$ cat src/rtl/csvt_pkg.sv
// Shared types, codes and byte classifiers for the CSV field tokenizer.
// No dependencies; imported by every module of the block.
package csvt_pkg;

  localparam int CSVT_OFFSET_BITS = 32;
  localparam int CSVT_COLUMN_BITS = 16;
  localparam int CSVT_LINE_BITS   = 32;

  localparam logic [7:0] CH_LF    = 8'h0A;
  localparam logic [7:0] CH_CR    = 8'h0D;
  localparam logic [7:0] CH_DOT   = 8'h2E;
  localparam logic [7:0] CH_PLUS  = 8'h2B;
  localparam logic [7:0] CH_MINUS = 8'h2D;

  localparam logic [7:0] DELIM_RESET  = 8'd44;
  localparam logic [7:0] QUOTE_RESET  = 8'd34;
  localparam logic       HEADER_RESET = 1'b1;

  typedef enum logic [1:0] {
    REG_DELIMITER = 2'd0,
    REG_QUOTE     = 2'd1,
    REG_HEADER    = 2'd2
  } csvt_reg_e;

  typedef enum logic [1:0] {
    KIND_NULL = 2'd0,
    KIND_INT  = 2'd1,
    KIND_DEC  = 2'd2,
    KIND_STR  = 2'd3
  } csvt_kind_e;

  typedef enum logic [2:0] {
    STG_LEAD  = 3'd0,
    STG_SIGN  = 3'd1,
    STG_BODY  = 3'd2,
    STG_TRAIL = 3'd3,
    STG_TEXT  = 3'd4
  } csvt_stage_e;

  typedef struct packed {
    csvt_stage_e stg;
    logic        dot;
    logic        dig;
  } csvt_num_t;

  typedef struct packed {
    logic [7:0] data;
    logic       eod;
  } csvt_beat_t;

  typedef struct packed {
    logic [7:0] delim;
    logic [7:0] quote;
    logic       header;
  } csvt_cfg_t;

  localparam csvt_num_t NUM_RESET = '{stg: STG_LEAD, dot: 1'b0, dig: 1'b0};

  function automatic logic is_ws(logic [7:0] b);
    return (b == 8'h09) || (b == 8'h0B) || (b == 8'h0C) || (b == 8'h20);
  endfunction

  function automatic logic is_digit(logic [7:0] b);
    return (b >= 8'h30) && (b <= 8'h39);
  endfunction

  function automatic csvt_num_t num_after_sign(csvt_num_t s, logic [7:0] b);
    csvt_num_t r;
    r = s;
    if (is_digit(b)) begin
      r.dig = 1'b1;
      r.stg = STG_BODY;
    end else if (b == CH_DOT) begin
      r.dot = 1'b1;
      r.stg = STG_BODY;
    end else begin
      r.stg = STG_TEXT;
    end
    return r;
  endfunction

  function automatic csvt_num_t num_take(csvt_num_t s, logic [7:0] b);
    csvt_num_t r;
    r = s;
    case (s.stg)
      STG_LEAD: begin
        if (is_ws(b)) begin
          r = s;
        end else if ((b == CH_PLUS) || (b == CH_MINUS)) begin
          r.stg = STG_SIGN;
        end else begin
          r = num_after_sign(s, b);
        end
      end
      STG_SIGN: r = num_after_sign(s, b);
      STG_BODY: begin
        if (is_digit(b)) begin
          r.dig = 1'b1;
        end else if ((b == CH_DOT) && !s.dot) begin
          r.dot = 1'b1;
        end else if (is_ws(b)) begin
          r.stg = STG_TRAIL;
        end else begin
          r.stg = STG_TEXT;
        end
      end
      STG_TRAIL: begin
        if (!is_ws(b)) r.stg = STG_TEXT;
      end
      default: r = s;
    endcase
    return r;
  endfunction

  function automatic csvt_kind_e kind_of(csvt_num_t s, logic len_zero);
    if (len_zero) return KIND_NULL;
    if (((s.stg == STG_BODY) || (s.stg == STG_TRAIL)) && s.dig) begin
      return s.dot ? KIND_DEC : KIND_INT;
    end
    return KIND_STR;
  endfunction

endpackage

$ cat src/rtl/csvt_in_reg.sv
// Input stage register: holds one accepted byte beat for the parse stage.
// Depends on csvt_pkg for the beat type.
module csvt_in_reg
  import csvt_pkg::*;
(
  input  logic       clk_i,
  input  logic       rst_ni,
  input  logic       in_valid_i,
  output logic       in_stall_o,
  input  csvt_beat_t beat_i,
  input  logic       adv_ok_i,
  output logic       s1_valid_o,
  output csvt_beat_t s1_beat_o
);

  logic       valid_q;
  csvt_beat_t beat_q;

  assign in_stall_o = valid_q & ~adv_ok_i;
  assign s1_valid_o = valid_q;
  assign s1_beat_o  = beat_q;

  always_ff @(posedge clk_i or negedge rst_ni) begin
    if (!rst_ni) begin
      valid_q <= 1'b0;
    end else if (!in_stall_o) begin
      valid_q <= in_valid_i;
    end
  end

  always_ff @(posedge clk_i) begin
    if (in_valid_i && !in_stall_o) begin
      beat_q <= beat_i;
    end
  end

endmodule

$ cat src/rtl/csvt_parser.sv
// Parse stage: line and field state, counters and the result of one byte.
// Depends on csvt_pkg for codes, classifiers and the beat and config types.
module csvt_parser
  import csvt_pkg::*;
#(
  parameter int OFFSET_BITS = CSVT_OFFSET_BITS,
  parameter int COLUMN_BITS = CSVT_COLUMN_BITS
) (
  input  logic                      clk_i,
  input  logic                      rst_ni,
  input  logic                      fire_i,
  input  csvt_beat_t                beat_i,
  input  csvt_cfg_t                 cfg_i,
  output logic                      res_valid_o,
  output logic                      res_has_o,
  output logic [OFFSET_BITS-1:0]    res_off_o,
  output logic [OFFSET_BITS-1:0]    res_len_o,
  output logic [COLUMN_BITS-1:0]    res_col_o,
  output logic [CSVT_LINE_BITS-1:0] res_line_o,
  output csvt_kind_e                res_kind_o,
  output logic                      res_quoted_o,
  output logic                      res_endl_o,
  output logic                      res_header_o
);

  typedef enum logic [2:0] {
    MODE_FIELD_START   = 3'd0,
    MODE_UNQUOTED      = 3'd1,
    MODE_QUOTED        = 3'd2,
    MODE_QUOTE_PENDING = 3'd3,
    MODE_AFTER_CLOSE   = 3'd4
  } mode_e;

  localparam logic [OFFSET_BITS-1:0]    LEN_MAX  = '1;
  localparam logic [COLUMN_BITS-1:0]    COL_MAX  = '1;
  localparam logic [CSVT_LINE_BITS-1:0] LINE_MAX = '1;

  mode_e                     mode_q, mode_d, mode_w;
  logic [OFFSET_BITS-1:0]    pos_q, pos_d;
  logic [OFFSET_BITS-1:0]    start_q, start_d, start_w;
  logic [OFFSET_BITS-1:0]    len_q, len_d, len_w, len_inc1, len_inc2;
  logic [COLUMN_BITS-1:0]    col_q, col_d;
  logic [CSVT_LINE_BITS-1:0] line_q, line_d;
  csvt_num_t                 num_q, num_d, num_w;
  logic                      first_done_q, first_done_d;
  logic                      open_q, open_d;
  logic [7:0]                b;
  logic                      is_nl, emit_f, close_f, field_f;

  assign b        = beat_i.data;
  assign is_nl    = (b == CH_LF) || (b == CH_CR);
  assign len_inc1 = (len_q == LEN_MAX) ? len_q : len_q + 1'b1;
  assign len_inc2 = (len_inc1 == LEN_MAX) ? len_inc1 : len_inc1 + 1'b1;

  always_comb begin
    mode_w  = mode_q;
    start_w = start_q;
    len_w   = len_q;
    num_w   = num_q;
    emit_f  = 1'b0;
    if (!is_nl) begin
      unique case (mode_q)
        MODE_FIELD_START: begin
          if (is_ws(b)) begin
            mode_w = MODE_FIELD_START;
          end else if (b == cfg_i.quote) begin
            start_w = pos_q + 1'b1;
            len_w   = '0;
            num_w   = NUM_RESET;
            mode_w  = MODE_QUOTED;
          end else if (b == cfg_i.delim) begin
            start_w = pos_q;
            len_w   = '0;
            num_w   = NUM_RESET;
            mode_w  = MODE_UNQUOTED;
            emit_f  = 1'b1;
          end else begin
            start_w = pos_q;
            len_w   = {{(OFFSET_BITS-1){1'b0}}, 1'b1};
            num_w   = num_take(NUM_RESET, b);
            mode_w  = MODE_UNQUOTED;
          end
        end
        MODE_UNQUOTED: begin
          if (b == cfg_i.delim) begin
            emit_f = 1'b1;
          end else begin
            len_w = len_inc1;
            num_w = num_take(num_q, b);
          end
        end
        MODE_QUOTED: begin
          if (b == cfg_i.quote) begin
            mode_w = MODE_QUOTE_PENDING;
          end else begin
            len_w = len_inc1;
            num_w = num_take(num_q, b);
          end
        end
        MODE_QUOTE_PENDING: begin
          if (b == cfg_i.quote) begin
            len_w  = len_inc2;
            num_w  = num_take(num_take(num_q, b), b);
            mode_w = MODE_QUOTED;
          end else begin
            mode_w = MODE_AFTER_CLOSE;
            emit_f = (b == cfg_i.delim);
          end
        end
        default: begin
          mode_w = MODE_AFTER_CLOSE;
          emit_f = (b == cfg_i.delim);
        end
      endcase
    end
  end

  assign close_f = is_nl ? open_q : (beat_i.eod & ~emit_f);
  assign field_f = emit_f | (close_f & (mode_w != MODE_FIELD_START));

  assign res_valid_o  = fire_i & (emit_f | close_f);
  assign res_has_o    = field_f;
  assign res_off_o    = field_f ? start_w : '0;
  assign res_len_o    = field_f ? len_w : '0;
  assign res_col_o    = field_f ? col_q : '0;
  assign res_line_o   = line_q;
  assign res_kind_o   = field_f ? kind_of(num_w, len_w == '0) : KIND_NULL;
  assign res_quoted_o = field_f & (mode_w >= MODE_QUOTED);
  assign res_endl_o   = close_f | beat_i.eod;
  assign res_header_o = cfg_i.header & ~first_done_q;

  always_comb begin
    mode_d       = mode_w;
    pos_d        = pos_q + 1'b1;
    start_d      = start_w;
    len_d        = len_w;
    num_d        = num_w;
    col_d        = col_q;
    line_d       = line_q;
    first_done_d = first_done_q;
    open_d       = open_q | ~is_nl;
    if (emit_f) begin
      col_d  = (col_q == COL_MAX) ? col_q : col_q + 1'b1;
      mode_d = MODE_FIELD_START;
    end
    if (close_f) begin
      line_d       = (line_q == LINE_MAX) ? line_q : line_q + 1'b1;
      first_done_d = 1'b1;
      open_d       = 1'b0;
      col_d        = '0;
      mode_d       = MODE_FIELD_START;
    end
    if (beat_i.eod) begin
      mode_d       = MODE_FIELD_START;
      pos_d        = '0;
      start_d      = '0;
      len_d        = '0;
      num_d        = NUM_RESET;
      col_d        = '0;
      line_d       = '0;
      first_done_d = 1'b0;
      open_d       = 1'b0;
    end
  end

  always_ff @(posedge clk_i or negedge rst_ni) begin
    if (!rst_ni) begin
      mode_q       <= MODE_FIELD_START;
      pos_q        <= '0;
      start_q      <= '0;
      len_q        <= '0;
      num_q        <= NUM_RESET;
      col_q        <= '0;
      line_q       <= '0;
      first_done_q <= 1'b0;
      open_q       <= 1'b0;
    end else if (fire_i) begin
      mode_q       <= mode_d;
      pos_q        <= pos_d;
      start_q      <= start_d;
      len_q        <= len_d;
      num_q        <= num_d;
      col_q        <= col_d;
      line_q       <= line_d;
      first_done_q <= first_done_d;
      open_q       <= open_d;
    end
  end

  a_eod_clears: assert property (@(posedge clk_i) disable iff (!rst_ni)
    fire_i && beat_i.eod |=> pos_q == '0 && !open_q && line_q == '0)
    else $error("end of data did not restart the stream");

  a_closed_line_idle: assert property (@(posedge clk_i) disable iff (!rst_ni)
    !open_q |-> mode_q == MODE_FIELD_START)
    else $error("field in progress outside an open line");

  a_bare_end_zero: assert property (@(posedge clk_i) disable iff (!rst_ni)
    res_valid_o && !res_has_o |-> res_endl_o && res_len_o == '0 && !res_quoted_o)
    else $error("bare line end carries field data");

  a_result_needs_beat: assert property (@(posedge clk_i) disable iff (!rst_ni)
    res_valid_o |-> fire_i)
    else $error("result without an advancing beat");

endmodule

$ cat src/rtl/csv_field_tokenizer.sv
// Streaming CSV tokenizer: one byte beat in per cycle unless stalled, at most one
// field or bare line-end result out per beat. A beat passes through the input
// register, then the single parse stage into the result register; the sustained
// rate is one beat per clock while no result is held. A held result stalls the
// parse stage, and the input with it once the input register holds a beat. No
// clearing pass after reset. Depends on csvt_pkg, csvt_in_reg and csvt_parser.
module csv_field_tokenizer
  import csvt_pkg::*;
#(
  parameter int OFFSET_BITS = CSVT_OFFSET_BITS,
  parameter int COLUMN_BITS = CSVT_COLUMN_BITS
) (
  input  logic                      clk_i,
  input  logic                      rst_ni,
  input  logic                      cfg_we_i,
  input  logic [1:0]                cfg_index_i,
  input  logic [7:0]                cfg_data_i,
  input  logic                      in_valid_i,
  output logic                      in_stall_o,
  input  logic [7:0]                data_byte_i,
  input  logic                      end_of_data_i,
  output logic                      out_valid_o,
  input  logic                      out_stall_i,
  output logic                      has_field_o,
  output logic [OFFSET_BITS-1:0]    field_offset_o,
  output logic [OFFSET_BITS-1:0]    field_length_o,
  output logic [COLUMN_BITS-1:0]    column_number_o,
  output logic [CSVT_LINE_BITS-1:0] line_number_o,
  output logic [1:0]                value_kind_o,
  output logic                      was_quoted_o,
  output logic                      ends_line_o,
  output logic                      header_row_o
);

  csvt_cfg_t                 cfg_q;
  csvt_beat_t                in_beat, s1_beat;
  logic                      s1_valid, adv_ok, fire;
  logic                      res_valid, res_has, res_quoted, res_endl, res_header;
  logic [OFFSET_BITS-1:0]    res_off, res_len;
  logic [COLUMN_BITS-1:0]    res_col;
  logic [CSVT_LINE_BITS-1:0] res_line;
  csvt_kind_e                res_kind;

  logic                      out_valid_q;
  logic                      has_q, quoted_q, endl_q, header_q;
  logic [OFFSET_BITS-1:0]    off_q, len_q;
  logic [COLUMN_BITS-1:0]    col_q;
  logic [CSVT_LINE_BITS-1:0] line_q;
  logic [1:0]                kind_q;

  always_ff @(posedge clk_i or negedge rst_ni) begin
    if (!rst_ni) begin
      cfg_q.delim  <= DELIM_RESET;
      cfg_q.quote  <= QUOTE_RESET;
      cfg_q.header <= HEADER_RESET;
    end else if (cfg_we_i) begin
      unique case (cfg_index_i)
        REG_DELIMITER: cfg_q.delim  <= cfg_data_i;
        REG_QUOTE:     cfg_q.quote  <= cfg_data_i;
        REG_HEADER:    cfg_q.header <= cfg_data_i[0];
        default:       cfg_q        <= cfg_q;
      endcase
    end
  end

  assign in_beat = '{data: data_byte_i, eod: end_of_data_i};
  assign adv_ok  = ~(out_valid_q & out_stall_i);
  assign fire    = s1_valid & adv_ok;

  csvt_in_reg u_in_reg (
    .clk_i      (clk_i),
    .rst_ni     (rst_ni),
    .in_valid_i (in_valid_i),
    .in_stall_o (in_stall_o),
    .beat_i     (in_beat),
    .adv_ok_i   (adv_ok),
    .s1_valid_o (s1_valid),
    .s1_beat_o  (s1_beat)
  );

  csvt_parser #(
    .OFFSET_BITS (OFFSET_BITS),
    .COLUMN_BITS (COLUMN_BITS)
  ) u_parser (
    .clk_i        (clk_i),
    .rst_ni       (rst_ni),
    .fire_i       (fire),
    .beat_i       (s1_beat),
    .cfg_i        (cfg_q),
    .res_valid_o  (res_valid),
    .res_has_o    (res_has),
    .res_off_o    (res_off),
    .res_len_o    (res_len),
    .res_col_o    (res_col),
    .res_line_o   (res_line),
    .res_kind_o   (res_kind),
    .res_quoted_o (res_quoted),
    .res_endl_o   (res_endl),
    .res_header_o (res_header)
  );

  always_ff @(posedge clk_i or negedge rst_ni) begin
    if (!rst_ni) begin
      out_valid_q <= 1'b0;
    end else if (adv_ok) begin
      out_valid_q <= res_valid;
    end
  end

  always_ff @(posedge clk_i) begin
    if (res_valid) begin
      has_q    <= res_has;
      off_q    <= res_off;
      len_q    <= res_len;
      col_q    <= res_col;
      line_q   <= res_line;
      kind_q   <= res_kind;
      quoted_q <= res_quoted;
      endl_q   <= res_endl;
      header_q <= res_header;
    end
  end

  assign out_valid_o     = out_valid_q;
  assign has_field_o     = has_q;
  assign field_offset_o  = off_q;
  assign field_length_o  = len_q;
  assign column_number_o = col_q;
  assign line_number_o   = line_q;
  assign value_kind_o    = kind_q;
  assign was_quoted_o    = quoted_q;
  assign ends_line_o     = endl_q;
  assign header_row_o    = header_q;

  a_stall_holds_result: assert property (@(posedge clk_i) disable iff (!rst_ni)
    out_valid_q && out_stall_i |=> out_valid_q && $stable(off_q) && $stable(len_q))
    else $error("held result beat overwritten");

  a_fire_free_slot: assert property (@(posedge clk_i) disable iff (!rst_ni)
    res_valid |-> !(out_valid_q && out_stall_i))
    else $error("result produced into an occupied slot");

  a_stall_has_beat: assert property (@(posedge clk_i) disable iff (!rst_ni)
    in_stall_o |-> s1_valid && out_valid_q)
    else $error("input stalled with a free pipeline");

endmodule
$ cat config.mk
export PLATFORM = sky130hd
export DESIGN_NAME = csv_field_tokenizer
export DESIGN_NICKNAME = d
export VERILOG_FILES = /design/src/rtl/csvt_pkg.sv /design/src/rtl/csvt_in_reg.sv /design/src/rtl/csvt_parser.sv /design/src/rtl/csv_field_tokenizer.sv
export SDC_FILE = /design/constraint.sdc
export NUM_CORES = 1
export LEC_CHECK = 0
export ABC_AREA = 1
export BUFFER_PORTS_ARGS = -buffer_cell sky130_fd_sc_hd__buf_2
export CAP_MARGIN = 40
export CORE_MARGIN = 2
export CORE_UTILIZATION = 55
export CTS_BUF_LIST = sky130_fd_sc_hd__clkbuf_4 sky130_fd_sc_hd__clkbuf_8 sky130_fd_sc_hd__clkbuf_16
export CTS_CLUSTER_SIZE = 8
export DETAILED_ROUTE_END_ITERATION = 8
export MAX_ROUTING_LAYER = met4
export PLACE_DENSITY = 0.8
export SETUP_SLACK_MARGIN = 0.02
export SYNTH_ARGS = -nofsm -noshare
export SYNTH_HDL_FRONTEND = slang
export SYNTH_SLANG_ARGS = --single-unit
$ cat constraint.sdc
create_clock -name clk_i -period 6.5 [get_ports clk_i]
set_clock_uncertainty 0.05 [all_clocks]
set_input_delay 0 -clock clk_i [delete_from_list [all_inputs] [get_ports clk_i]]
set_output_delay 0 -clock clk_i [all_outputs]
set_load 0.05 [all_outputs]
Word level (Yosys, flattened, before mapping)
Index checks and enable logic that the tools add are counted.
{ "word_totals": {"mem_count": 0, "mem_bits_ro": 0, "out_inout_bits": 120, "word_cells": 206, "register_bits": 300, "inputBits": 24, "mem_bits_rw": 0, "latchBits": 0} }
{ "classes": {"bitwise_logic": 16, "eq_ne": 30, "shift": 0, "n_addsub": 5, "div": 0, "multipliers": 0, "reduce_logical": 28, "n_lt_le_gt_ge": 3, "n_mux": 97} }
{ "ops": {"columns": ["operator", "n"], "rows": [
  ["32-bit two-way mux", 18],
  ["32-bit by 1-bit adder with 32-bit output (second input constant)", 4],
  ["32-bit case mux with 4 select lines", 1],
  ["32-bit == test (second input constant)", 3],
  ["16-bit two-way mux", 4],
  ["3-bit two-way mux", 18],
  ["5-bit two-way mux", 10],
  ["8-bit by 4-bit == test with 1-bit output (second input constant)", 5],
  ["3-bit case mux with 4 select lines", 3],
  ["8-bit by 6-bit == test with 1-bit output (second input constant)", 4],
  ["32-bit logical NOT", 1],
  ["1-bit two-way mux", 25],
  ["3-bit by 2-bit == test with 1-bit output (second input constant)", 8],
  ["2-bit two-way mux", 12],
  ["5-bit case mux with 4 select lines", 1],
  ["16-bit by 1-bit adder with 16-bit output (second input constant)", 1],
  ["16-bit == test (second input constant)", 1],
  ["8-bit == test", 2],
  ["2-bit case mux with 3 select lines", 2],
  ["3-bit by 1-bit == test with 1-bit output (second input constant)", 3],
  ["3-bit logical NOT", 3],
  ["1-bit bitwise AND", 8],
  ["8-bit by 6-bit >= comparator with 1-bit output (second input constant)", 1],
  ["8-bit by 6-bit <= comparator with 1-bit output (second input constant)", 1],
  ["other kinds (17)", 40]
]} }

Depth between registers and ports, before layout
{ "logic_depth": {"ltp_word": 26, "ltp_mapped": 29, "depth_no_buf": 28} }

Modules after synthesis
From an unflattened synthesis, not the netlist that was laid out.
{ "hier_totals": {"hier_cells": 2184, "area_unflattened_um2": 17179.0} }
{ "modules_own_cells": {"columns": ["mod", "area_per_inst_um2", "seq_area_each_um2", "cells_per_inst", "instances"], "rows": [
  ["csvt_parser", 12527.0, 3853.7, 1968, 1],
  ["csv_field_tokenizer", 4324.1, 4001.3, 200, 1],
  ["csvt_in_reg", 327.8, 295.3, 16, 1]
]} }

Least setup slack after synthesis
Ideal clock, no wire load.
{ "synth_timing": {"path_kind": "register to register", "start": "register cfg_q[2] in the netlist's numbering", "end": "register u_parser.mode_q[2]", "path_buffers": 0, "stages_incl_launch_ff": 13, "required_ns": 6.015, "slack_ns": -0.575, "setup_time_ns": 0.435, "arrival_ns": 6.590, "synth_period_minus_slack_ns": 7.075, "cell_sequence": "dfstp_2 xnor2_1 nand2_1 nor3_2 nand2_2 nand2_1 nand3_1 nand3_2 inv_1 nor2_2 nor2_1 nor2_1 a2111oi_0"} }
{ "synth_via": {"elab_chain_cells": 10, "word_cells_on_any_way": 16, "cone_classes": "eq/ne (1); mux (13); bitwise (2)"} }
{ "synth_lines": {"columns": ["element", "line", "source"], "rows": [
  ["start: declaration", "csv_field_tokenizer.sv:35", "csvt_cfg_t cfg_q;"],
  ["start signal: assignment", "csv_field_tokenizer.sv:61", "default: cfg_q <= cfg_q;"],
  ["8-bit == test (*)", "csvt_parser.sv:66, csvt_parser.sv:93, csvt_parser.sv:101", null],
  ["1-bit two-way mux", "csvt_parser.sv:66", "end else if (b == cfg_i.quote) begin"],
  ["1-bit two-way mux", "csvt_parser.sv:64", "if (is_ws(b)) begin"],
  ["1-bit case mux with 4 select lines", "csvt_parser.sv:62", "unique case (mode_q)"],
  ["1-bit two-way mux", "csvt_parser.sv:61", "if (!is_nl) begin"],
  ["1-bit NOT", "csvt_parser.sv:118", "assign close_f = is_nl ? open_q : (beat_i.eod & ~emit_f);"],
  ["1-bit bitwise AND", "csvt_parser.sv:118", null],
  ["1-bit two-way mux", "csvt_parser.sv:118", null],
  ["3-bit two-way mux (*)", "csvt_parser.sv:146", "if (close_f) begin"],
  ["3-bit two-way mux (*)", "csvt_parser.sv:153", "if (beat_i.eod) begin"],
  ["end signal: assignment", "csvt_parser.sv:178", "mode_q <= mode_d;"],
  ["end: declaration", "csvt_parser.sv:38", "mode_e mode_q, mode_d, mode_w;"]
]} }
Mark *: on every way between the ends. The rest lies on a longest branch, timed or not.
A chain may end at the register's enable or synchronous reset.

Worst setup path after layout
{ "layout_timing": {"start": "register u_parser.len_q[0]", "end": "register kind_q[1] (netlist: value_kind_o[1]) (data pin)"} }
{ "layout_via": {"elab_chain_cells": 10, "word_cells_on_any_way": 15, "cone_classes": "add/sub (2); eq/ne (2); mux (10); reduce/logical (1)"} }
{ "layout_lines": {"columns": ["element", "line", "source"], "rows": [
  ["start: declaration", "csvt_parser.sv:41", "logic [OFFSET_BITS-1:0] len_q, len_d, len_w, len_inc1, len_inc2;"],
  ["start signal: assignment", "csvt_parser.sv:181", "len_q <= len_d;"],
  ["32-bit by 1-bit adder with 32-bit output / 32-bit == test (equally long branches)", "csvt_parser.sv:52", "assign len_inc1 = (len_q == LEN_MAX) ? len_q : len_q + 1'b1;"],
  ["32-bit two-way mux", "csvt_parser.sv:52", null],
  ["32-bit by 1-bit adder with 32-bit output / 32-bit == test (equally long branches)", "csvt_parser.sv:53", "assign len_inc2 = (len_inc1 == LEN_MAX) ? len_inc1 : len_inc1 + 1'b1;"],
  ["32-bit two-way mux", "csvt_parser.sv:53", null],
  ["32-bit two-way mux", "csvt_parser.sv:101", "if (b == cfg_i.quote) begin"],
  ["32-bit case mux with 4 select lines", "csvt_parser.sv:62", null],
  ["32-bit two-way mux (*)", "csvt_parser.sv:61", null],
  ["32-bit logical NOT (*)", "csvt_parser.sv:127", "assign res_kind_o = field_f ? kind_of(num_w, len_w == '0) : KIND_NULL;"],
  ["1-bit two-way mux (*)", "csvt_pkg.sv:116", "if (len_zero) return KIND_NULL;"],
  ["2-bit two-way mux (*)", "csvt_pkg.sv:117", "if (((s.stg == STG_BODY) || (s.stg == STG_TRAIL)) && s.dig) begin"],
  ["end signal: assignment", "csv_field_tokenizer.sv:117", "kind_q <= res_kind;"],
  ["end: declaration", "csv_field_tokenizer.sv:49", "logic [1:0] kind_q;"]
]} }
Marked as above.

==> metrics <==
Final WS setup 2000 ps; Largest stage delay, worst path 490 ps; die width 181 µm; Peak VDD IR 207 µV; largest area contributor in the netlist dfrtp_1; WP data arrival 4730 ps; post-CTS setup buffers 0; min Tclk post-route 4500 ps; Non-Filler Instances 2810; WHS Path Cells 4; setup TNS 0 ps; FFs w/ async S/R, synth 0.577; vias in the first global route 15826; syn_area_per_cell 7.80 µm²; Initial Utilization 0.562; Reg2Reg Setup Slack 2000 ps; final cycle utilization of the critical path 0.692; antenna violations before repair 0; RR Startpoint u_parser.len_q[0]; Layout area overhead 15.8%; Cell Rows 64; top cell type's share of synthesized area 0.242; outcome completed; crit path buf inv count 3; Post-DRT Antenna Nets 0; CP max FO 40; layout cell share with drive strength beyond 1 0.149; ANT cells 0; most frequent CP cell nand2_1; most common cell in the netlist nand2_1; Core ar. 30700 µm²; CP Capture Type flip-flop; Worst-Skew Late Latency 550 ps; DRC violations left 0; Netlist cell types 57; CP Data Required Time 6730 ps; Reg2Reg Depth 27; DR iter-0 viols 1978; clk root buf clkbuf_16; register area share after synthesis 0.471; Hold Fails Final Rpt 0; Slew @ Worst Pin 877 ps; hold path endpoint cfg_q[12]; fill count 2640; Sink Count 300; overall routing resource usage 0.344; flops & latches, synth 300; Slowest cell on crit path dfrtp_1; Worst R2R End value_kind_o[1]; Post-synth top cells nand2_1, inv_1, nor2_1; CP Launch Type flip-flop; Die Y 181 µm; worst min path class input pin to flip-flop; average vias per placed instance 5.88; wirelength, routed 55.0 mm; Worst-path clk slew 60 ps; Post-Syn Instances 2217; top-level I/O count 144; leakage power 8.75 nW; worst hold start cfg_index_i[1]; HPWL after DPL 38.8 mm; Vias 16521; htree depth 2; Worst slew margin 0.415; Slew Limit Fails 0; Main synth FF type dfrtp_1; Setup violations, final 0; CP Class flip-flop to flip-flop; first-pass GRT wire length 87.1 mm; CTS tree built; gpl congestion 1.07; pre-CTS WS 2120 ps; Post-synth EDFFs 127; DRT Pass-1 Iters 8; number of I/O port buffers 143; highest clock rate 0.222 GHz; Syn Nets 2246; maxcap violations 0; RSZ-0062 raised after global routing false; crit-path leading delay family simple AND/OR/NAND/NOR gates; power density over the cells 267 nW/µm²; hold_ws 90.0 ps; DR WL/cell 19.6 µm; Synth Cell Area 17300 µm²; grt total ovfl 0; Crit path depth 27; fin nets 2412; synth top area cells dfrtp_1, edfxtp_1, nand2_1, inv_1, nor2_1; full die area 32900 µm²; CTS Buf Count 43; Yosys Warn Count 0; DP Cell Count 2708; total power 5.35 mW; largest net degree at the start of global routing 70; CTS Buffer Depth 3
cell type report:
| type | count | area (µm²) | area share |
|---|---|---|---|
| clock inverter | 3 | 55.1 | 0.00275 |
| clock buffer | 73 | 1300 | 0.0650 |
| tap | 396 | 495 | 0.0247 |
| sequential | 300 | 8150 | 0.407 |
| multi-input combinational | 1587 | 7860 | 0.392 |
| timing repair buffer | 190 | 1190 | 0.0594 |
| inverter | 261 | 980 | 0.0489 |
where the power goes:
| group | internal [mW] | leakage [nW] | switching, mW |
|---|---|---|---|
| sequential | 2.15 | 3.58 | 0.0862 |
| combinational | 0.219 | 4.47 | 0.689 |
| clock | 1.37 | 0.691 | 0.848 |
metrics by stage:
stage / util / instance area, µm²
floorplan: - / 17300
global placement: 0.596 / 18300
detailed placement: 0.598 / 18400
CTS: 0.651 / 20000
global route: 0.651 / 20000
finish: 0.651 / 20000
worst max path at each step:
stage,from,to,slack [ps]
detailed placement,u_parser.len_q[0],value_kind_o[1],2120
global placement,u_in_reg.s1_beat_o[5],field_length_o[18],2210
finish,u_parser.len_q[0],value_kind_o[1],2000
CTS,u_parser.len_q[0],value_kind_o[1],2100
global route,u_parser.len_q[0],value_kind_o[1],1690
floorplan,cfg_q[2],column_number_o[0],1430
layout by cell type (no fill, tap or decap), types with 4 or more instances in the layout:
cell / Yosys / final
o21bai_1: 6 / 6
o2111ai_1: 5 / 5
a22oi_1: 10 / 10
nand3_1: 88 / 88
nor4_1: 17 / 17
xor2_1: 46 / 46
inv_1: 246 / 246
o21ai_0: 160 / 160
clkbuf_4: 1 / 30
o22ai_1: 76 / 76
nor2_1: 226 / 222
clkinv_1: 6 / 4
nor2_4: 13 / 14
xnor2_1: 14 / 14
nand2_4: 13 / 13
buf_4: 0 / 18
a21oi_1: 81 / 81
inv_2: 9 / 11
nor2_2: 14 / 17
o31ai_1: 16 / 16
edfxtp_1: 127 / 127
ha_1: 5 / 5
or2_2: 12 / 12
dlygate4sd3_1: 0 / 25
nand2_2: 33 / 33
buf_2: 6 / 142
dfrtp_1: 167 / 167
nor3_1: 65 / 65
o211ai_1: 7 / 7
nand2_1: 599 / 599
nand4_1: 43 / 43
dfstp_2: 6 / 6
nand3_2: 4 / 4
o21ai_2: 4 / 4
clkbuf_16: 0 / 43
tightest hold or removal path, cell delays in order:
cell	delay [ps]
buf_2	90
inv_1	50
nand3_1	390
o21ai_0	140
registers in the layout, indices dropped and copies added, names as in the netlist, 2 cells and up:
| signal | cells |
|---|---|
| u_parser.col_q | 16 |
| value_kind_o | 2 |
| field_offset_o | 32 |
| u_parser.mode_q | 3 |
| column_number_o | 16 |
| u_parser.num_q | 5 |
| u_parser.pos_q | 32 |
| cfg_q | 17 |
| u_parser.len_q | 32 |
| u_parser.start_q | 32 |
| u_in_reg.s1_beat_o | 9 |
| line_number_o | 32 |
| field_length_o | 32 |
| u_parser.res_line_o | 32 |
timing repair:
| action | 4_1_cts | 5_1_grt |
|---|---|---|
| resized for setup | 0 | 0 |
| hold buffers | 26 | 0 |
| endpoints found under the hold margin | 74 | 0 |
per-layer routing:
metal  global-route usage  part of all wire
met4                0.173             0.058
met5                    -                 0
met2                0.544              0.47
met3               0.0544             0.073
met1                0.433              0.40
kinds of logic (layout without fill, tap and decap cells):
family	count (synthesis)	count (layout)	synth area share
and+or+nand+nor	1139	1139	0.293
xor gates and xnor gates	60	60	0.0304
adders and majority gates	5	5	0.00362
buffers and inverters	330	527	0.0752
DFF	300	300	0.471
AOI/OAI and AO/OA	383	383	0.127
(Power assumes the default switching activity.)
